--- src/design/cc20_pkg.sv ---
`timescale 1ns / 1ps
`default_nettype none
// ----------------------------------------------------------------------------
// cc20_pkg
// Types, constants and round functions shared by the ChaCha20 stream cipher.
// ----------------------------------------------------------------------------
package cc20_pkg;

   localparam int WORD_BYTES  = 8;
   localparam int WORD_W      = 64;
   localparam int COUNT_W     = 4;
   localparam int CTR_W       = 32;
   localparam int WPOS_W      = 3;
   localparam int BLOCK_WORDS = 8;
   localparam int REQ_DATA_W  = 72;
   localparam int QDEPTH      = 2;
   localparam int QPTR_W      = $clog2(QDEPTH);
   localparam int QCNT_W      = $clog2(QDEPTH + 1);
   localparam int REG_IDX_W   = 3;
   localparam int CSR_ADDR_W  = 6;

   localparam logic [REG_IDX_W-1:0] REG_KEY0     = 3'd0;
   localparam logic [REG_IDX_W-1:0] REG_KEY1     = 3'd1;
   localparam logic [REG_IDX_W-1:0] REG_KEY2     = 3'd2;
   localparam logic [REG_IDX_W-1:0] REG_KEY3     = 3'd3;
   localparam logic [REG_IDX_W-1:0] REG_NONCE_LO = 3'd4;
   localparam logic [REG_IDX_W-1:0] REG_NONCE_HI = 3'd5;
   localparam logic [REG_IDX_W-1:0] REG_START    = 3'd6;

   localparam logic [31:0] SIGMA0 = 32'h61707865;
   localparam logic [31:0] SIGMA1 = 32'h3320646e;
   localparam logic [31:0] SIGMA2 = 32'h79622d32;
   localparam logic [31:0] SIGMA3 = 32'h6b206574;

   typedef logic [15:0][31:0] words_type;

   typedef struct packed {
      logic [31:0] a;
      logic [31:0] b;
      logic [31:0] c;
      logic [31:0] d;
   } quad_type;

   typedef struct packed {
      logic [3:0][63:0] key;
      logic [63:0]      nonce_lo;
      logic [31:0]      nonce_hi;
      logic [31:0]      start_counter;
   } cfg_type;

   typedef struct packed {
      logic [WORD_W-1:0]     plain;
      logic [WORD_BYTES-1:0] mask;
      logic                  last;
      logic                  need_block;
      logic [CTR_W-1:0]      ctr;
      logic [WPOS_W-1:0]     wpos;
   } entry_type;

   typedef enum logic [1:0] {
      BK_IDLE,
      BK_ROUND,
      BK_ADD,
      BK_EMIT
   } back_state_type;

   function automatic logic [31:0] rotl(logic [31:0] v, int n);
      return (v << n) | (v >> (32 - n));
   endfunction

   function automatic quad_type quarter(quad_type q);
      quad_type r;
      r = q;
      r.a = r.a + r.b; r.d = rotl(r.d ^ r.a, 16);
      r.c = r.c + r.d; r.b = rotl(r.b ^ r.c, 12);
      r.a = r.a + r.b; r.d = rotl(r.d ^ r.a, 8);
      r.c = r.c + r.d; r.b = rotl(r.b ^ r.c, 7);
      return r;
   endfunction

   function automatic words_type apply_quarter(words_type w, int a, int b, int c, int d);
      words_type r;
      quad_type  q;
      r = w;
      q = quarter('{a: w[a], b: w[b], c: w[c], d: w[d]});
      r[a] = q.a;
      r[b] = q.b;
      r[c] = q.c;
      r[d] = q.d;
      return r;
   endfunction

   function automatic words_type column_round(words_type w);
      words_type r;
      r = apply_quarter(w, 0, 4, 8, 12);
      r = apply_quarter(r, 1, 5, 9, 13);
      r = apply_quarter(r, 2, 6, 10, 14);
      r = apply_quarter(r, 3, 7, 11, 15);
      return r;
   endfunction

   function automatic words_type diagonal_round(words_type w);
      words_type r;
      r = apply_quarter(w, 0, 5, 10, 15);
      r = apply_quarter(r, 1, 6, 11, 12);
      r = apply_quarter(r, 2, 7, 8, 13);
      r = apply_quarter(r, 3, 4, 9, 14);
      return r;
   endfunction

   function automatic words_type make_init(cfg_type c, logic [CTR_W-1:0] ctr);
      words_type w;
      w[0] = SIGMA0;
      w[1] = SIGMA1;
      w[2] = SIGMA2;
      w[3] = SIGMA3;
      for (int j = 0; j < 4; j++) begin
         w[4 + 2 * j] = c.key[j][31:0];
         w[5 + 2 * j] = c.key[j][63:32];
      end
      w[12] = ctr;
      w[13] = c.nonce_lo[31:0];
      w[14] = c.nonce_lo[63:32];
      w[15] = c.nonce_hi;
      return w;
   endfunction

endpackage
`default_nettype wire

--- src/design/cc20_front.sv ---
`timescale 1ns / 1ps
`default_nettype none
// ----------------------------------------------------------------------------
// cc20_front
// Accepts plaintext words, tracks message position and block counter, and
// marks the words that need a fresh keystream block.
// ----------------------------------------------------------------------------
module cc20_front (
   input  wire                              clock,
   input  wire                              reset,
   input  wire                              req_tvalid,
   output logic                             req_tready,
   // plain_bytes [63:0], byte_count [67:64], zero fill [71:68]
   input  wire  [cc20_pkg::REQ_DATA_W-1:0]  req_tdata,
   input  wire                              req_tlast,
   input  wire  [cc20_pkg::CTR_W-1:0]       start_counter,
   input  wire                              queue_full,
   output logic                             push,
   output cc20_pkg::entry_type              push_entry
);

   logic                          msg_start_ff, msg_start_in;
   logic [cc20_pkg::WPOS_W-1:0]   wpos_ff, wpos_in;
   logic [cc20_pkg::CTR_W-1:0]    ctr_ff, ctr_in;
   logic [cc20_pkg::CTR_W-1:0]    ctr_use;
   logic [cc20_pkg::WPOS_W-1:0]   wpos_use;
   logic [cc20_pkg::COUNT_W-1:0]  count;
   logic [cc20_pkg::WORD_BYTES-1:0] mask;

   assign req_tready = ~queue_full;
   assign push       = req_tvalid & ~queue_full;
   assign count      = req_tdata[cc20_pkg::WORD_W +: cc20_pkg::COUNT_W];
   assign ctr_use    = msg_start_ff ? start_counter : ctr_ff;
   assign wpos_use   = msg_start_ff ? '0 : wpos_ff;

   always_comb begin
      for (int i = 0; i < cc20_pkg::WORD_BYTES; i++) begin
         mask[i] = ~req_tlast || (count > cc20_pkg::COUNT_W'(i));
      end
   end

   always_comb begin
      push_entry.plain      = req_tdata[cc20_pkg::WORD_W-1:0];
      push_entry.mask       = mask;
      push_entry.last       = req_tlast;
      push_entry.need_block = (wpos_use == '0);
      push_entry.ctr        = ctr_use;
      push_entry.wpos       = wpos_use;
   end

   always_comb begin
      msg_start_in = msg_start_ff;
      wpos_in      = wpos_ff;
      ctr_in       = ctr_ff;
      if (push) begin
         ctr_in = (wpos_use == '0) ? ctr_use + 1'b1 : ctr_use;
         if (req_tlast) begin
            msg_start_in = 1'b1;
            wpos_in      = '0;
         end else begin
            msg_start_in = 1'b0;
            wpos_in      = wpos_use + 1'b1;
         end
      end
   end

   always_ff @(posedge clock) begin
      if (reset) begin
         msg_start_ff <= 1'b1;
         wpos_ff      <= '0;
         ctr_ff       <= '0;
      end else begin
         msg_start_ff <= msg_start_in;
         wpos_ff      <= wpos_in;
         ctr_ff       <= ctr_in;
      end
   end

endmodule
`default_nettype wire

--- config.mk ---
export PLATFORM = sky130hd
export DESIGN_NAME = cc20_front
export DESIGN_NICKNAME = d
export VERILOG_FILES = /design/src/design/cc20_pkg.sv /design/src/design/cc20_front.sv
export SDC_FILE = /design/constraint.sdc
export NUM_CORES = 1
export LEC_CHECK = 0
export ABC_AREA = 1
export BUFFER_PORTS_ARGS = -buffer_cell sky130_fd_sc_hd__buf_2
export CAP_MARGIN = 20
export CORE_MARGIN = 8
export CORE_UTILIZATION = 43
export DETAILED_ROUTE_END_ITERATION = 12
export PLACE_DENSITY = 0.82
export RECOVER_POWER = 50
export SYNTH_ARGS = -nofsm -noshare
export SYNTH_HDL_FRONTEND = slang
export SYNTH_SLANG_ARGS = --single-unit
export TNS_END_PERCENT = 20
--- constraint.sdc ---
create_clock -name clock -period 2.74 [get_ports clock]
set_input_delay 0.548 -clock clock [delete_from_list [all_inputs] [get_ports clock]]
set_output_delay 0.548 -clock clock [all_outputs]
set_load 0.005 [all_outputs]
# After elaboration in Yosys (flattened, before gate mapping)
# Cells that the tools add are included.
[totals] mem_bits_rw=0 mem_bits_ro=0 reg_bits=36 inputBits=109 latch_bits=0 memories=0
[op_classes] n_reduce_logical=9 bitwise=3 mul=0 n_lt_le_gt_ge=8 mux=5 div_mod_pow=0 eq_ne=0 shift=0 addsub=2
[ops] op="$mux W32" n=2
[ops] op="$add A32 B1 Y32 const B" n=1
[ops] op="$gt A4 B3 Y1 const B" n=4
[ops] op="$gt A4 B1 Y1 const B" n=2
[ops] op="$gt A4 B2 Y1 const B" n=2
[ops] op="$logic_or A1 B1 Y1" n=8
[ops] op="$mux W3" n=2
[ops] op="$add A3 B1 Y3 const B" n=1
[ops] op="$logic_not A3 Y1" n=1
[ops] op="$not A1 Y1" n=2
[ops] op="$and A1 B1 Y1" n=1
[ops] op="$mux W1" n=1

# Depth between registers and ports, before layout
[logic_depth] depth_word=3 depth_mapped=16 ltp_nobuf=15

# Worst setup path before layout
# Ideal clock, no wire load.
[synth_timing] path_kind="flip-flop to flip-flop" start="register msg_start_ff" end="register ctr_ff[14] in the netlist's numbering" path_stages_with_launch=17 n_path_buf=2 t_required_ps=2627 arrival_time_ps=2012 setup_slack_ps=615 setup_ps=113 cell_sequence="dfxtp_1 > buf_6 > buf_6 > nor2_1 > inv_1 > ha_1 > nand2_4 > inv_2 > nand2_1 > nor2_4 > nand3_4 > nor2_8 > nand2_1 > nand2_1 > inv_1 > o21ai_1 > inv_1"
[synth_lines] element="start, declared" line_no="cc20_front.sv:22" source="logic msg_start_ff, msg_start_in;"
[synth_lines] element="start signal, assigned" line_no="cc20_front.sv:73" source="msg_start_ff <= msg_start_in;"
[synth_lines] element="end signal, assigned" line_no="cc20_front.sv:75" source="ctr_ff <= ctr_in;"
[synth_lines] element="end, declared" line_no="cc20_front.sv:24" source="logic [cc20_pkg::CTR_W-1:0] ctr_ff, ctr_in;"

# Worst setup path after layout
[layout_timing] start="register msg_start_ff" end="register ctr_ff[14] in the netlist's numbering"
[layout_between] elab_chain_len=3 elab_cells_between_ends=5
[layout_rtl] element="$mux W32 / $mux W3 (equally long branches)" line_no="cc20_front.sv:33, cc20_front.sv:34"
[layout_rtl] element="$add A32 B1 Y32 / $logic_not A3 Y1 (equally long branches)" line_no="cc20_front.sv:56" source="ctr_in = (wpos_use == '0) ? ctr_use + 1'b1 : ctr_use;"
[layout_rtl] element="$mux W32 *" line_no="cc20_front.sv:56"
# Mark *: on every way between the ends. The rest lies on a longest branch, timed or not.
# A chain may end at the register's enable or synchronous reset.

==> summary.md <==
| Metric | Value |
|---|---|
| IO Port Bufs | 87 |
| Std cell rows | 32 |
| Area grow syn2layout | 3.08% |
| Final setup viols | 0 |
| CP max-delay cell | dfxtp_1 |
| Synth warn | 0 |
| Post-synthesis sequential area ratio | 0.214 |
| Die area | 10,900 sq um |
| Routability congestion estimate from global placement | 0.921 |
| Net Count, Synth | 638 |
| Htree depth | 2 |
| Starting Density | 0.441 |
| Num CTS Buffers | 5 |
| Clk Latency, worst-skew pair | 0.30 ns |
| Cell Area, Synth | 3370 sq um |
| Layout cell share with drive strength beyond 1 | 0.284 |
| Congestion Overflow GR | 0 |
| Core footprint | 7650 sq um |
| Max Freq | 0.417 GHz |
| Initial antenna violation count | 0 |
| Min setup slack post-route | 0.341 ns |
| Slowest stage delay, CP | 0.37 ns |
| Setup Fix Bufs, Post-CTS | 0 |
| Post-synth EDFFs | 0 |
| First-pass GRT wire length | 15,200 um |
| CTS resizes | 0 |
| Initial DRC Count | 124 |
| Cells along the critical path | buf_4 > nor2_1 > inv_1 > ha_1 > nand2_4 > inv_2 > nand2_1 > nor2_4 > nand3_4 > nor2_8 > nand2_1 > nand2_1 > inv_1 > o21ai_1 > inv_1 |
| Worst-path clk slew | 0.08 ns |
| Number of max-cap violations | 0 |
| CTS tree | done |
| Detailed Route WL | 8810 um |
| Post-Syn Area per Cell | 6.42 sq um |
| Post-DP HPWL | 6870 um |
| Worst path arrival time | 2.59 ns |
| Most frequent cells in the layout | nand2_1, buf_2, inv_1 |
| Status | finished clean |
| Clock skew | 0.0131 ns |
| Clock tree buffer depth | 2 |
| ANT cells | 0 |
| CP Launch Type | register |
| Vias | 3,196 |
| Vias per cell | 4.94 |
| Top_reg_cell synth | dfxtp_1 |
| RSZ-0062 raised after global routing | no |
| Ys async rst share | 0 |
| Measured slew at the worst slew-check pin | 0.740 ns |
| Total track usage | 0.161 |
| Setup crit end kind | register |
| Cells after Synth | 526 |
| Cell at the root of the clock tree | clkbuf_8 |
| Die height | 105 um |
| Peak VDD IR | 0.156 mV |
| Distinct cells, synth | 34 |
| Slew headroom | 0.506 |
| Critical Path RT | 2.93 ns |
| Number of global-route vias before repair | 3,213 |
| Hold Fails Final Rpt | 0 |
| Critical path type | reg2reg |
| Largest net degree at the start of global routing | 41 |
| Crit-path max FO | 27 |
| CTS sink cnt | 36 |
| Detail-routed net length per standard cell | 13.6 um |
| Overall die width | 105 um |
| DP Worst Slack | 0.347 ns |
| Max-slew violation count | 0 |
| Hold Buf Count CTS | 0 |
| Commonest non-fill, non-tap cell in the layout | nand2_1 |
| Synthesized flop and latch total | 36 |
| I/O pins | 220 |
| Hold WC Path Type | reg2reg |
| Antenna Violating Nets Remaining | 0 |
| Nets | 656 |
| Fill cells | 803 |
| Leakage | 1.68 nW |
| Remaining DRCs | 0 |
| Setup_tns | 0 ns |
| Total iterations of the first detailed-routing run | 5 |
| Fin crit period | 2.40 ns |
| Fin crit share | 0.876 |
| Power per cell area | 405 nW/um^2 |
## power by group
part | internal (mW) | total, mW | switching (mW)
Combinational | 0.134 | 0.364 | 0.230
Sequential | 0.556 | 0.570 | 0.0145
Clock | 0.270 | 0.476 | 0.205
Total | 0.960 | 1.41 | 0.450
## metrics by stage
stage / hold slack, ns / std cells / cell area, sq um / power, mW / utilization
6_report: 0.470 / 647 / 3480 / 1.41 / 0.455
5_1_grt: 0.495 / 647 / 3480 / 1.48 / 0.455
4_1_cts: 0.469 / 647 / 3480 / 1.42 / 0.456
3_5_place_dp: 0.458 / 639 / 3380 / 0.948 / 0.442
3_3_place_gp: 0.452 / 639 / 3380 / 0.939 / 0.442
2_1_floorplan: 0.445 / 526 / 3370 / 0.902 / -
## registers in the layout, indices dropped and copies added, names as in the netlist
name,flops
ctr_ff,32
wpos_ff,3
msg_start_ff,1
## cells in the mapped netlist, drive strengths merged (2+ instances only)
cell type,number,area share
a21oi,32,0.047
buf,72,0.17
clkbuf,10,0.011
dfxtp,36,0.21
ha,3,0.011
inv,51,0.057
nand2,177,0.22
nand3,20,0.039
nand4,12,0.022
nor2,44,0.071
nor3,7,0.012
o211ai,2,0.0044
o21ai,36,0.059
xnor2,7,0.018
xor2,12,0.031
## cells by family (layout without fill, tap and decap cells)
logic type | after synthesis | after routing | synth area share
AOI/OAI and AO/OA | 72 | 72 | 0.116
xor gates and xnor gates | 19 | 19 | 0.0493
and+or+nand+nor | 263 | 263 | 0.374
adders and majority gates | 3 | 3 | 0.0111
buffers and inverters | 133 | 152 | 0.236
DFF | 36 | 36 | 0.214
## metal layers
layer  wire (um)  share of wire  track usage
met3         829          0.094       0.0639
met2        4210           0.48        0.278
met5           0              0            0
met4         124          0.014       0.0438
met1        3640           0.41        0.181
## layout make-up
cell class | count | area, sq um | share of cell area
inverter | 51 | 191 | 0.0550
timing repair buffer | 93 | 474 | 0.136
multi-input combinational | 357 | 1860 | 0.534
clock inverter | 2 | 35.0 | 0.0101
clock buffer | 6 | 72.6 | 0.0209
tap | 102 | 128 | 0.0367
sequential | 36 | 721 | 0.207
## worst max-delay path: cells and delay by family, from the launching register on
family / cells / cell delay, ns
buffers and inverters: 5 / 0.64
and+or+nand+nor: 8 / 0.96
adders and majority gates: 1 / 0.21
DFF: 1 / 0.37
AOI/OAI and AO/OA: 1 / 0.11
## final timing paths
| path | endpoint | startpoint | cells past startpoint | slack [ns] |
|---|---|---|---|---|
| worst max register to register | ctr_ff[14]$_SDFFE_PP0P_ | msg_start_ff$_SDFFE_PP1P_ | 15 | 0.34 |
| worst max-delay path | ctr_ff[14]$_SDFFE_PP0P_ | msg_start_ff$_SDFFE_PP1P_ | 15 | 0.34 |
| worst min register to register | ctr_ff[10]$_SDFFE_PP0P_ | ctr_ff[10]$_SDFFE_PP0P_ | 2 | 0.47 |
| worst min-delay path | ctr_ff[10]$_SDFFE_PP0P_ | ctr_ff[10]$_SDFFE_PP0P_ | 2 | 0.47 |
(Power assumes the default switching activity.)
