### config.mk
export PLATFORM = sky130hd
export DESIGN_NAME = cc20_queue
export DESIGN_NICKNAME = d
export VERILOG_FILES = /design/src/design/cc20_pkg.sv /design/src/design/cc20_queue.sv
export SDC_FILE = /design/constraint.sdc
export NUM_CORES = 1
export LEC_CHECK = 0
export BUFFER_PORTS_ARGS = -buffer_cell sky130_fd_sc_hd__clkbuf_2
export CORE_ASPECT_RATIO = 1.5
export CORE_MARGIN = 2
export CORE_UTILIZATION = 33
export CTS_BUF_LIST = sky130_fd_sc_hd__clkbuf_8
export DETAILED_ROUTE_END_ITERATION = 12
export PLACE_DENSITY = 0.65
export SYNTH_ARGS = -nofsm -noshare
export SYNTH_HDL_FRONTEND = slang
export SYNTH_SLANG_ARGS = --single-unit
### constraint.sdc
create_clock -name clock -period 6.67 [get_ports clock]
set_clock_uncertainty 0.15 [all_clocks]
set_input_delay 0.3335 -clock clock [delete_from_list [all_inputs] [get_ports clock]]
set_output_delay 0.3335 -clock clock [all_outputs]
set_load 0.005 [all_outputs]
### src/design/cc20_pkg.sv
`timescale 1ns / 1ps
`default_nettype none
// ----------------------------------------------------------------------------
// cc20_pkg
// Types, constants and round functions shared by the ChaCha20 stream cipher.
// ----------------------------------------------------------------------------
package cc20_pkg;

   localparam int WORD_BYTES  = 8;
   localparam int WORD_W      = 64;
   localparam int COUNT_W     = 4;
   localparam int CTR_W       = 32;
   localparam int WPOS_W      = 3;
   localparam int BLOCK_WORDS = 8;
   localparam int REQ_DATA_W  = 72;
   localparam int QDEPTH      = 2;
   localparam int QPTR_W      = $clog2(QDEPTH);
   localparam int QCNT_W      = $clog2(QDEPTH + 1);
   localparam int REG_IDX_W   = 3;
   localparam int CSR_ADDR_W  = 6;

   localparam logic [REG_IDX_W-1:0] REG_KEY0     = 3'd0;
   localparam logic [REG_IDX_W-1:0] REG_KEY1     = 3'd1;
   localparam logic [REG_IDX_W-1:0] REG_KEY2     = 3'd2;
   localparam logic [REG_IDX_W-1:0] REG_KEY3     = 3'd3;
   localparam logic [REG_IDX_W-1:0] REG_NONCE_LO = 3'd4;
   localparam logic [REG_IDX_W-1:0] REG_NONCE_HI = 3'd5;
   localparam logic [REG_IDX_W-1:0] REG_START    = 3'd6;

   localparam logic [31:0] SIGMA0 = 32'h61707865;
   localparam logic [31:0] SIGMA1 = 32'h3320646e;
   localparam logic [31:0] SIGMA2 = 32'h79622d32;
   localparam logic [31:0] SIGMA3 = 32'h6b206574;

   typedef logic [15:0][31:0] words_type;

   typedef struct packed {
      logic [31:0] a;
      logic [31:0] b;
      logic [31:0] c;
      logic [31:0] d;
   } quad_type;

   typedef struct packed {
      logic [3:0][63:0] key;
      logic [63:0]      nonce_lo;
      logic [31:0]      nonce_hi;
      logic [31:0]      start_counter;
   } cfg_type;

   typedef struct packed {
      logic [WORD_W-1:0]     plain;
      logic [WORD_BYTES-1:0] mask;
      logic                  last;
      logic                  need_block;
      logic [CTR_W-1:0]      ctr;
      logic [WPOS_W-1:0]     wpos;
   } entry_type;

   typedef enum logic [1:0] {
      BK_IDLE,
      BK_ROUND,
      BK_ADD,
      BK_EMIT
   } back_state_type;

   function automatic logic [31:0] rotl(logic [31:0] v, int n);
      return (v << n) | (v >> (32 - n));
   endfunction

   function automatic quad_type quarter(quad_type q);
      quad_type r;
      r = q;
      r.a = r.a + r.b; r.d = rotl(r.d ^ r.a, 16);
      r.c = r.c + r.d; r.b = rotl(r.b ^ r.c, 12);
      r.a = r.a + r.b; r.d = rotl(r.d ^ r.a, 8);
      r.c = r.c + r.d; r.b = rotl(r.b ^ r.c, 7);
      return r;
   endfunction

   function automatic words_type apply_quarter(words_type w, int a, int b, int c, int d);
      words_type r;
      quad_type  q;
      r = w;
      q = quarter('{a: w[a], b: w[b], c: w[c], d: w[d]});
      r[a] = q.a;
      r[b] = q.b;
      r[c] = q.c;
      r[d] = q.d;
      return r;
   endfunction

   function automatic words_type column_round(words_type w);
      words_type r;
      r = apply_quarter(w, 0, 4, 8, 12);
      r = apply_quarter(r, 1, 5, 9, 13);
      r = apply_quarter(r, 2, 6, 10, 14);
      r = apply_quarter(r, 3, 7, 11, 15);
      return r;
   endfunction

   function automatic words_type diagonal_round(words_type w);
      words_type r;
      r = apply_quarter(w, 0, 5, 10, 15);
      r = apply_quarter(r, 1, 6, 11, 12);
      r = apply_quarter(r, 2, 7, 8, 13);
      r = apply_quarter(r, 3, 4, 9, 14);
      return r;
   endfunction

   function automatic words_type make_init(cfg_type c, logic [CTR_W-1:0] ctr);
      words_type w;
      w[0] = SIGMA0;
      w[1] = SIGMA1;
      w[2] = SIGMA2;
      w[3] = SIGMA3;
      for (int j = 0; j < 4; j++) begin
         w[4 + 2 * j] = c.key[j][31:0];
         w[5 + 2 * j] = c.key[j][63:32];
      end
      w[12] = ctr;
      w[13] = c.nonce_lo[31:0];
      w[14] = c.nonce_lo[63:32];
      w[15] = c.nonce_hi;
      return w;
   endfunction

endpackage
`default_nettype wire

### src/design/cc20_queue.sv
`timescale 1ns / 1ps
`default_nettype none
// ----------------------------------------------------------------------------
// cc20_queue
// Short first-in first-out queue of classified words between front and back.
// ----------------------------------------------------------------------------
module cc20_queue (
   input  wire                  clock,
   input  wire                  reset,
   input  wire                  push,
   input  cc20_pkg::entry_type  push_entry,
   output logic                 full,
   input  wire                  pop,
   output cc20_pkg::entry_type  head,
   output logic                 empty
);

   cc20_pkg::entry_type            entries_ff [cc20_pkg::QDEPTH];
   logic [cc20_pkg::QPTR_W-1:0]    wr_ptr_ff, wr_ptr_in;
   logic [cc20_pkg::QPTR_W-1:0]    rd_ptr_ff, rd_ptr_in;
   logic [cc20_pkg::QCNT_W-1:0]    count_ff, count_in;

   assign full  = (count_ff == cc20_pkg::QCNT_W'(cc20_pkg::QDEPTH));
   assign empty = (count_ff == '0);
   assign head  = entries_ff[rd_ptr_ff];

   always_comb begin
      wr_ptr_in = wr_ptr_ff;
      rd_ptr_in = rd_ptr_ff;
      count_in  = count_ff;
      if (push) begin
         wr_ptr_in = (wr_ptr_ff == cc20_pkg::QPTR_W'(cc20_pkg::QDEPTH - 1)) ? '0
                     : wr_ptr_ff + 1'b1;
      end
      if (pop) begin
         rd_ptr_in = (rd_ptr_ff == cc20_pkg::QPTR_W'(cc20_pkg::QDEPTH - 1)) ? '0
                     : rd_ptr_ff + 1'b1;
      end
      if (push && !pop) begin
         count_in = count_ff + 1'b1;
      end else if (pop && !push) begin
         count_in = count_ff - 1'b1;
      end
   end

   always_ff @(posedge clock) begin
      if (reset) begin
         wr_ptr_ff <= '0;
         rd_ptr_ff <= '0;
         count_ff  <= '0;
      end else begin
         wr_ptr_ff <= wr_ptr_in;
         rd_ptr_ff <= rd_ptr_in;
         count_ff  <= count_in;
      end
   end

   always_ff @(posedge clock) begin
      if (push) begin
         entries_ff[wr_ptr_ff] <= push_entry;
      end
   end

endmodule
`default_nettype wire

# Word-level counts from Yosys, hierarchy flattened

Memory sizes are Yosys's and may differ from the RTL's. A register that Yosys moved wholly into a read port is not among the register bits.
Index checks and enable logic that the tools add are counted.

Add/sub/neg operators: 4
$mul: 0
Divide/modulo/power cells: 0
Order comparisons: 0
Equal/unequal tests: 1
Shift-type cells: 0
Multiplexer cells: 8
Bitwise operators: 0
Reduce and logical (&&, ||, !) cells: 6

Operator list:

| operator                                                           | count |
|---|---|
| 1-bit 2-to-1 mux                                                   | 6 |
| 2-bit 2-to-1 mux                                                   | 2 |
| 1-bit adder, second input constant                                 | 2 |
| 2-bit by 1-bit adder with 2-bit output, second input constant      | 1 |
| 2-bit == test, second input constant                               | 1 |
| 1-bit logical AND                                                  | 2 |
| 1-bit zero test                                                    | 2 |
| 2-bit zero test                                                    | 1 |
| 2-bit nonzero test                                                 | 1 |
| 2-bit by 1-bit subtractor with 2-bit output, second input constant | 1 |

Register bits after elaboration: 4
Latch bits: 0
Memory bits (writable): 218
Bits in read-only memories: 0
Input port bits: 113
Output and inout bits: 111
Logic and storage cells: 23
Memories: 1

Memory list:

| memory     | words | bits a word | read ports | clocked after memory_dff | wr ports | RTL line         | text |
|---|---|---|---|---|---|---|---|
| entries_ff | 2     | 109         | 1          | 1                        | 1        | cc20_queue.sv:18 | `cc20_pkg::entry_type entries_ff [cc20_pkg::QDEPTH];` |

# Depth between registers and ports, before layout

Gate-level depths: netlist (run 1).

Depth in word-level cells: 4
Gate-level depth with buffers: 5
Depth with buffers taken out: 5

# Worst setup path before layout (run 1)

OpenSTA, ideal clock, no wires.

Path type: reg2reg
From: register wr_ptr_ff
To: memory entries_ff[0][0] in the netlist's numbering, enable pin
Arrival time: 5150 ps
Slack: 779 ps
Stages on the path, launching flop included: 2
Buffers on the path: 0
Clock period less this slack: 5891 ps
Cells stage by stage: dfxtp_1 -> nor2b_1

RTL lines:

| item                   | RTL line         | text |
|---|---|---|
| start, declared        | cc20_queue.sv:19 | `logic [cc20_pkg::QPTR_W-1:0] wr_ptr_ff, wr_ptr_in;` |
| start signal, assigned | cc20_queue.sv:52 | `wr_ptr_ff <= wr_ptr_in;` |
| end, declared          | cc20_queue.sv:18 |  |

Straight into the memory's write port.

==> impl_metrics.env, run 1 <==
export IMPL_worst_pin_slew_ns=0.797
export IMPL_critPathSlowestCell="dfxtp_4"
export IMPL_power_leakage_uw=0.00437
export IMPL_pin_count=224
export IMPL_cp_required_ns=6.19
export IMPL_placedInstanceArea_mm2=0.00958
export IMPL_min_path_type="in2reg"
export IMPL_cts_max_level=2
export IMPL_path_cells="buf_4, mux2_2, clkbuf_2"
export IMPL_critical_path_top_delay_family="buffers and inverters"
export IMPL_gp_congestion=0.721
export IMPL_max_freq_ghz=0.313
export IMPL_die_h_um=196
export IMPL_synth_cell_types=16
export IMPL_final_area_mm2=0.0114
export IMPL_wirelength_mm=17.2
export IMPL_drt_initial_drc_count=121
export IMPL_fin_nets=839
export IMPL_holdWs_ns=0.196
export IMPL_clock_path_buffers=3
export IMPL_ant_nets=0
export IMPL_slew_limit_headroom_pct=46.9
export IMPL_cts_hold_buf=112
export IMPL_clock_latency_ns=0.51
export IMPL_slowest_delay_ns=0.82
export IMPL_grt_usage_pct=13.4
export IMPL_hold_depth=4
export IMPL_cts_root_buffer="clkbuf_8"
export IMPL_grt_pass1_wl_mm=26.9
export IMPL_synth_seq_area_share_pct=82.1
export IMPL_grt_pass1_vias=5360
export IMPL_grt_max_degree=58
export IMPL_cts_clk_slew_worst_paths_ns=0.06
export IMPL_rsz0062_at_grt="no"
export IMPL_critical_path_class="reg2out"
export IMPL_setup_violations=0
export IMPL_antenna_found_initial=1
export IMPL_cp_depth=3
export IMPL_drv_slew=0
export IMPL_crit_buf_inv=2
export IMPL_numClockSinks=223
export IMPL_pre_cts_slack_ns=3.95
export IMPL_synth_seq_cells=223
export IMPL_finalHoldViolations=0
export IMPL_syn2layout_area_growth_pct=40.3
export IMPL_numCtsBuffers=35
export IMPL_wl_per_cell_um=16.0
export IMPL_power_density_mw_per_mm2=273
export IMPL_syn_avg_cell_area_um2=22.4
export IMPL_drive_gt1_share_pct=51.1
export IMPL_worst_slack_ns=3.48
export IMPL_syn_inst=361
export IMPL_fin_crit_ns=3.19
export IMPL_ir_drop_mv=0.177
export IMPL_io_buffer_count=223
export IMPL_outcome="complete, no violations"
export IMPL_yosys_warnings=0
export IMPL_reg2regPathDepth=2
export IMPL_rows=70
export IMPL_finalCritPeriodShare_pct=47.8
export IMPL_cts_resized=0
export IMPL_cts_tree="done"
export IMPL_initial_utilization_pct=33.4
export IMPL_start_kind="flip-flop"
export IMPL_overflow=0
export IMPL_design_core_area_mm2=0.0243
export IMPL_drtPass1Iterations=4
export IMPL_crit_path_end_kind="output port"
export IMPL_vias=4647
export IMPL_die_w_um=132
export IMPL_synth_nets=475
export IMPL_dp_final_hpwl_mm=10.5
export IMPL_synth_area_mm2=0.00810
export IMPL_tns_ns=0
export IMPL_drt_vias_per_instance=4.33
export IMPL_critPathMaxFanout=57
export IMPL_cp_data_arrival_time_ns=2.71
export IMPL_drv_cap=0
export IMPL_die_area_mm2=0.0258
export IMPL_totalPowerFinal_uw=3100
export IMPL_drc=0
export IMPL_post_cts_setup_buffers=0
[routing by layer]
metal | GRT usage, % | vias up | share of wire [%]
met5 | 0 | - | 0
met4 | 6.92 | 0 | 3.7
met3 | 4.06 | 44 | 5.9
met2 | 25.3 | 171 | 55
met1 | 12.9 | 2269 | 35
li1 | - | 2163 | -
[power breakdown]
| group | switching (uW) | internal [uW] | total, uW |
|---|---|---|---|
| combinational | 154 | 196 | 350 |
| clock | 492 | 589 | 1080 |
| sequential | 32.9 | 1640 | 1670 |
| total | 679 | 2420 | 3100 |
[logic make-up (layout without fill, tap and decap cells)]
logic type                 after synthesis  count (layout)  share of synthesized area [%]
buffers and inverters                   13             400                           1.02
and+or+nand+nor                          9               9                          0.541
muxes                                  109             109                           15.6
AOI/OAI and AO/OA                        2               2                          0.124
other                                    0               1                              0
xor gates and xnor gates                 4               4                          0.433
DFF                                    223             223                           82.1
adders and majority gates                1               1                          0.155
[layout by cell type (no fill, tap or decap), drive strengths merged]
master	instances
inv	8
a21oi	1
mux2	109
bufinv	2
edfxtp	218
ha	1
or3	1
buf	4
diode	1
dfxtp	5
clkinv	14
xor2	2
nor2b	2
clkbuf	260
and2	1
xnor2	2
o21ai	1
nor2	5
dlygate4sd3	112
[cell type report]
class / count / area (um^2)
inverter: 1 / 3.75
clock inverter: 23 / 144
sequential: 223 / 6650
antenna: 1 / 2.50
fill: 2093 / 12900
tap: 324 / 405
multi-input combinational: 125 / 1380
timing repair buffer: 339 / 2270
clock buffer: 37 / 509
[worst paths after layout]
check / from / to / slack (ns)
setup reg to reg: wr_ptr_ff / entries_ff[1][53] / 4.26
hold reg to reg: count_ff[1] / count_ff[1] / 0.37
hold / removal: push / count_ff[0] / 0.20
setup / recovery: flip-flop / head[107] / 3.48
[flip-flops by register name (all words and copies together), names as in the netlist, named ones only]
name        cells
count_ff        2
entries_ff    218
rd_ptr_ff       1
wr_ptr_ff       1
[per-stage QoR]
stage               cells  utilization [%]
floorplan             361                -
global placement      900             39.5
detailed placement    900             39.5
CTS                  1072             46.8
global route         1073             46.8
finish               1073             46.8
[synthesized netlist by cell type]
cell type	number	area share [%]
edfxtp_1	218	81
mux2_2	99	14
mux2_4	10	1.9
buf_2	9	0.56
dfxtp_1	5	1.2
nor2_1	5	0.23
buf_6	3	0.42
nor2b_1	2	0.15
xnor2_1	2	0.22
xor2_1	2	0.22
a21oi_1	1	0.062
and2_1	1	0.077
ha_1	1	0.15
inv_1	1	0.046
o21ai_0	1	0.062
or3_1	1	0.077
[tightest hold or removal path: cells and delay by family]
family                     cells  cell delay, ns
buffers and inverters          1            0.13
xor gates and xnor gates       1            0.07
and+or+nand+nor                1            0.08
adders and majority gates      1            0.18
No activity file was read; power rests on OpenSTA's default activity.
==> run 2, diff against run 1 <==
Clock period 6.67 ns to 3.17 ns, I/O delays scaled along.
==> run 2 against run 1 <==
Global-route usage decreased by 0.15 points. Non-clock buffer count rose by 4. Clock power up 120%. Sequential power grew 110%. Routed wire length decreased by 1.4%. Count of clock-buffer cells in the layout is 2 higher. Critical path depth unchanged. Sequential share of layout area shrank 0.47 points. Design area rose by 0.82%. Worst hold slack gained 0.019 ns. First-iteration DRC count is 26% higher. Setup slack got worse by 2.7 ns. Critical endpoint is now head[9].
==> impl_metrics.env, run 2 (synthesized netlist as in run 1, its figures left out) <==
export IMPL_outcome="complete, no violations"
export IMPL_power_density_mw_per_mm2=583
export IMPL_clock_latency_ns=0.52
export IMPL_setup_violations=0
export IMPL_drtPass1Iterations=5
export IMPL_fin_crit_ns=2.43
export IMPL_design_core_area_mm2=0.0243
export IMPL_diodes=0
export IMPL_cp_required_ns=2.86
export IMPL_power_leakage_uw=0.00443
export IMPL_ir_drop_mv=0.322
export IMPL_final_area_mm2=0.0115
export IMPL_drt_initial_drc_count=153
export IMPL_start_kind="flip-flop"
export IMPL_ant_nets=0
export IMPL_reg_top3="entries_ff: 218 flops, count_ff: 2 flops"
export IMPL_dp_final_hpwl_mm=10.4
export IMPL_die_h_um=196
export IMPL_cts_tree="done"
export IMPL_final_common_cell="clkbuf_2"
export IMPL_io_buffer_count=223
export IMPL_drt_vias_per_instance=4.31
export IMPL_tns_ns=0
export IMPL_drc=0
export IMPL_max_freq_ghz=0.412
export IMPL_largest_register="entries_ff"
export IMPL_grt_pass1_wl_mm=26.7
export IMPL_drv_cap=0
export IMPL_cts_clk_slew_worst_paths_ns=0.06
export IMPL_vias=4638
export IMPL_die_w_um=132
export IMPL_finalHoldViolations=0
export IMPL_fin_nets=842
export IMPL_cp_data_arrival_time_ns=2.12
export IMPL_overflow=0
export IMPL_slew_limit_headroom_pct=38.4
export IMPL_grt_max_degree=67
export IMPL_wirelength_mm=17.0
export IMPL_finalCritPeriodShare_pct=76.6
export IMPL_largest_reg_flops=218
export IMPL_clock_path_buffers=3
export IMPL_grt_usage_pct=13.2
export IMPL_holdWs_ns=0.214
export IMPL_min_path_type="in2reg"
export IMPL_cts_resized=0
export IMPL_drv_slew=0
export IMPL_pin_count=224
export IMPL_worst_pin_slew_ns=0.925
export IMPL_critical_path_class="reg2out"
export IMPL_grt_pass1_vias=5308
export IMPL_syn2layout_area_growth_pct=41.5
export IMPL_rows=70
export IMPL_cts_max_level=2
export IMPL_final_cell_mix="clkbuf_2, edfxtp_1, dlygate4sd3_1, mux2_2, clkbuf_8"
export IMPL_initial_utilization_pct=33.4
export IMPL_drive_gt1_share_pct=51.5
export IMPL_gp_congestion=0.725
export IMPL_die_area_mm2=0.0258
export IMPL_rsz0062_at_grt="no"
export IMPL_crit_path_end_kind="output port"
export IMPL_totalPowerFinal_uw=6680
export IMPL_numClockSinks=223
export IMPL_critPathMaxFanout=52
export IMPL_wl_per_cell_um=15.8
export IMPL_placedInstanceArea_mm2=0.00962
export IMPL_numCtsBuffers=34
export IMPL_cts_root_buffer="clkbuf_8"
export IMPL_antenna_found_initial=0
run 2: changes by cell type in the layout (fill, tap and decap cells not counted), sizes merged:
cell / before / now
buf: 4 / 7
bufinv: 2 / 3
clkbuf: 260 / 262
clkinv: 14 / 8
diode: 1 / 0
dlygate4sd3: 112 / 113
inv: 8 / 12
run 2: power by group:
part	internal [uW]	switching (uW)	leakage (uW)
registers	3440	60.1	0.00209
logic	420	336	0.00194
clock network	1370	1050	0.000403
run 2: path summary, 6_finish.rpt:
check	startpoint	endpoint	slack, ns	cells after the start
max	flip-flop	head[9]	0.74	3
min	push_entry[57]	entries_ff[1][57]	0.21	2
max reg2reg	wr_ptr_ff	entries_ff[1][65]	1.25	2
min reg2reg	count_ff[1]	count_ff[1]	0.38	2
run 2: layout make-up:
cell class	count	area, um^2
Timing Repair Buffer	343	2310
Fill cell	2079	12800
Multi-Input combinational cell	125	1380
Clock inverter	22	166
Clock buffer	39	537
Inverter	1	3.75
Tap cell	324	405
Sequential cell	223	6650
run 2: per-layer routing:
| layer | track usage, % | vias up | wire length (um) |
|---|---|---|---|
| met4 | 7.00 | 0 | 646 |
| met2 | 25.0 | 178 | 9340 |
| met5 | 0 | - | 0 |
| li1 | - | 2170 | - |
| met3 | 3.49 | 46 | 889 |
| met1 | 13.0 | 2244 | 6100 |
run 2: worst max-delay path: stages, from the launching register on:
cell and delay [ns]:
dfxtp_4 0.66, buf_12 0.33, mux2_2 0.41, clkbuf_2 0.12
run 2: timing repair:
item / 4_1_cts / 5_1_grt
endpoints found under the hold margin: 223 / 0
hold buffers: 113 / 0
setup buffers: 0 / 0
run 2: stage by stage:
stage | std cells | utilization (%) | setup WS (ns)
after floorplan | 361 | - | 0.637
after global placement | 903 | 39.6 | 1.28
after detailed placement | 903 | 39.6 | 1.24
after CTS | 1077 | 47.2 | 0.668
after global routing | 1077 | 47.2 | 0.603
final | 1077 | 47.2 | 0.743
==> run 3, diff against run 2 <==
Settings changed: PLACE_DENSITY 0.65 to 0.67.
Clock period 3.17 ns to 2.2 ns, I/O delays scaled along.
==> run 3 against run 2 <==
Critical path depth is the same. Power grew 38%. Sequential power rose by 44%. Sequential share of layout area fell by 0.084 points.
==> impl_metrics.env, run 3 (synthesized netlist as in run 1, its figures left out) <==
export IMPL_outcome="complete, no violations"
export IMPL_power_leakage_uw=0.00444
export IMPL_overflow=0
export IMPL_holdCritStartpoint="push_entry[77]"
export IMPL_clock_latency_ns=0.50
export IMPL_cts_tree="done"
export IMPL_p_comb_share_pct=12.5
export IMPL_rows=70
export IMPL_cp_required_ns=1.94
export IMPL_ant_nets=0
export IMPL_initial_utilization_pct=33.4
export IMPL_worst_pin_slew_ns=0.338
export IMPL_multiInputGateArea_mm2=0.00138
export IMPL_holdWs_ns=0.178
export IMPL_regArea_mm2=0.00665
export IMPL_dp_final_hpwl_mm=10.1
export IMPL_die_area_mm2=0.0258
export IMPL_finalCritPeriodShare_pct=92.4
export IMPL_instances_no_fill=1083
export IMPL_numCtsBuffers=34
export IMPL_drt_vias_per_instance=4.32
export IMPL_min_to="entries_ff[0][77]"
export IMPL_max_freq_ghz=0.492
export IMPL_hold_depth=2
export IMPL_dp_cells=903
export IMPL_drive_gt1_share_pct=51.4
export IMPL_tns_ns=0
export IMPL_final_cell_mix="clkbuf_2, edfxtp_1, dlygate4sd3_1, mux2_2, clkbuf_8"
export IMPL_drc=0
export IMPL_ff2ff_setup_slack_ns=0.83
export IMPL_reg2regPathDepth=2
export IMPL_num_fill_cells=2088
export IMPL_grt_pass1_vias=5038
export IMPL_start_kind="flip-flop"
export IMPL_largest_reg_flops=218
export IMPL_design_core_area_mm2=0.0243
export IMPL_critical_path_class="reg2out"
export IMPL_cts_max_level=2
export IMPL_io_buffer_count=223
export IMPL_grt_pass1_wl_mm=25.7
export IMPL_seq_power_share_pct=54.7
export IMPL_power_switching_uw=2040
export IMPL_largest_register="entries_ff"
export IMPL_antenna_found_initial=2
export IMPL_vias=4675
export IMPL_crit_path_end_kind="output port"
export IMPL_cp_data_arrival_time_ns=1.77
export IMPL_die_h_um=196
export IMPL_clock_path_buffers=3
export IMPL_gp_congestion=0.720
export IMPL_final_common_cell="clkbuf_2"
export IMPL_p_int_uw=7150
export IMPL_syn2layout_area_growth_pct=41.7
export IMPL_r2r_end="entries_ff[1][38]"
export IMPL_slew_limit_headroom_pct=77.5
export IMPL_drv_cap=0
export IMPL_drv_slew=0
export IMPL_min_path_type="in2reg"
export IMPL_drtPass1Iterations=4
export IMPL_cts_clk_slew_worst_paths_ns=0.07
export IMPL_critPathMaxFanout=41
export IMPL_finalHoldViolations=0
export IMPL_r2r_start="wr_ptr_ff"
export IMPL_ir_drop_mv=0.679
export IMPL_setup_violations=0
export IMPL_power_density_mw_per_mm2=801
export IMPL_totalPowerFinal_uw=9190
export IMPL_grt_max_degree=58
export IMPL_reg_top3="entries_ff: 218 flops, count_ff: 2 flops"
export IMPL_drt_initial_drc_count=220
export IMPL_wirelength_mm=16.8
export IMPL_cts_root_buffer="clkbuf_8"
export IMPL_sw_frac_of_total_pct=22.2
export IMPL_grt_usage_pct=12.8
export IMPL_clockPowerShare_pct=32.8
export IMPL_pin_count=224
export IMPL_fin_crit_ns=2.03
export IMPL_wl_per_cell_um=15.5
export IMPL_numClockSinks=223
export IMPL_rsz0062_at_grt="no"
export IMPL_fin_nets=847
export IMPL_die_w_um=132
-- run 3: cell type report --
class	instances	area share, %
flip-flops and latches	223	58.0
repair buffers	348	21.2
multi-input cells	125	12.0
clock buffers	37	4.44
diodes	2	0.0436
well taps	324	3.53
clock inverters	23	0.796
inverters	1	0.0327
-- run 3: timing repair --
item,4_1_cts,5_1_grt
resized for setup,0,2
hold buffers,113,0
setup buffers,0,5
setup endpoints to repair,0,28
endpoints found under the hold margin,223,0
-- run 3: routing by layer --
metal | track usage (%) | share of wire (%) | up-vias
li1 | - | - | 2186
met1 | 13.7 | 38 | 2278
met2 | 22.8 | 52 | 171
met3 | 3.93 | 5.8 | 40
met4 | 6.52 | 3.7 | 0
met5 | 0 | 0 | -
-- run 3: power by group through the flow --
stage,clock network (uW),logic (uW),registers [uW]
detailed placement,0,971,5120
finish,3010,1150,5030
CTS,3150,1140,5030
floorplan,0,502,5100
global placement,0,962,5110
global route,3290,1250,5050
-- run 3: critical path: stages, from the launching register on --
cell and delay [ns]:
dfxtp_4 0.46, buf_16 0.26, mux2_2 0.40, clkbuf_2 0.12
-- run 3: stage by stage --
stage / worst slack, ns / utilization (%) / area, um^2
final: 0.168 / 47.3 / 11500
after global routing: 0.0674 / 47.3 / 11500
after CTS: 0.0151 / 47.0 / 11400
after detailed placement: 0.587 / 39.9 / 9680
after global placement: 0.589 / 39.9 / 9680
after floorplan: -0.315 / - / 8110
-- run 3: how the worst max path moves through the flow --
stage	startpoint	endpoint	slack (ns)	cells after the start
finish	flip-flop	head[64]	0.17	3
global route	flip-flop	head[17]	0.07	3
CTS	flip-flop	head[63]	0.02	3
detailed placement	flip-flop	head[13]	0.59	3
global placement	flip-flop	head[63]	0.59	3
floorplan	wr_ptr_ff	entries_ff[0][0]	-0.31	1
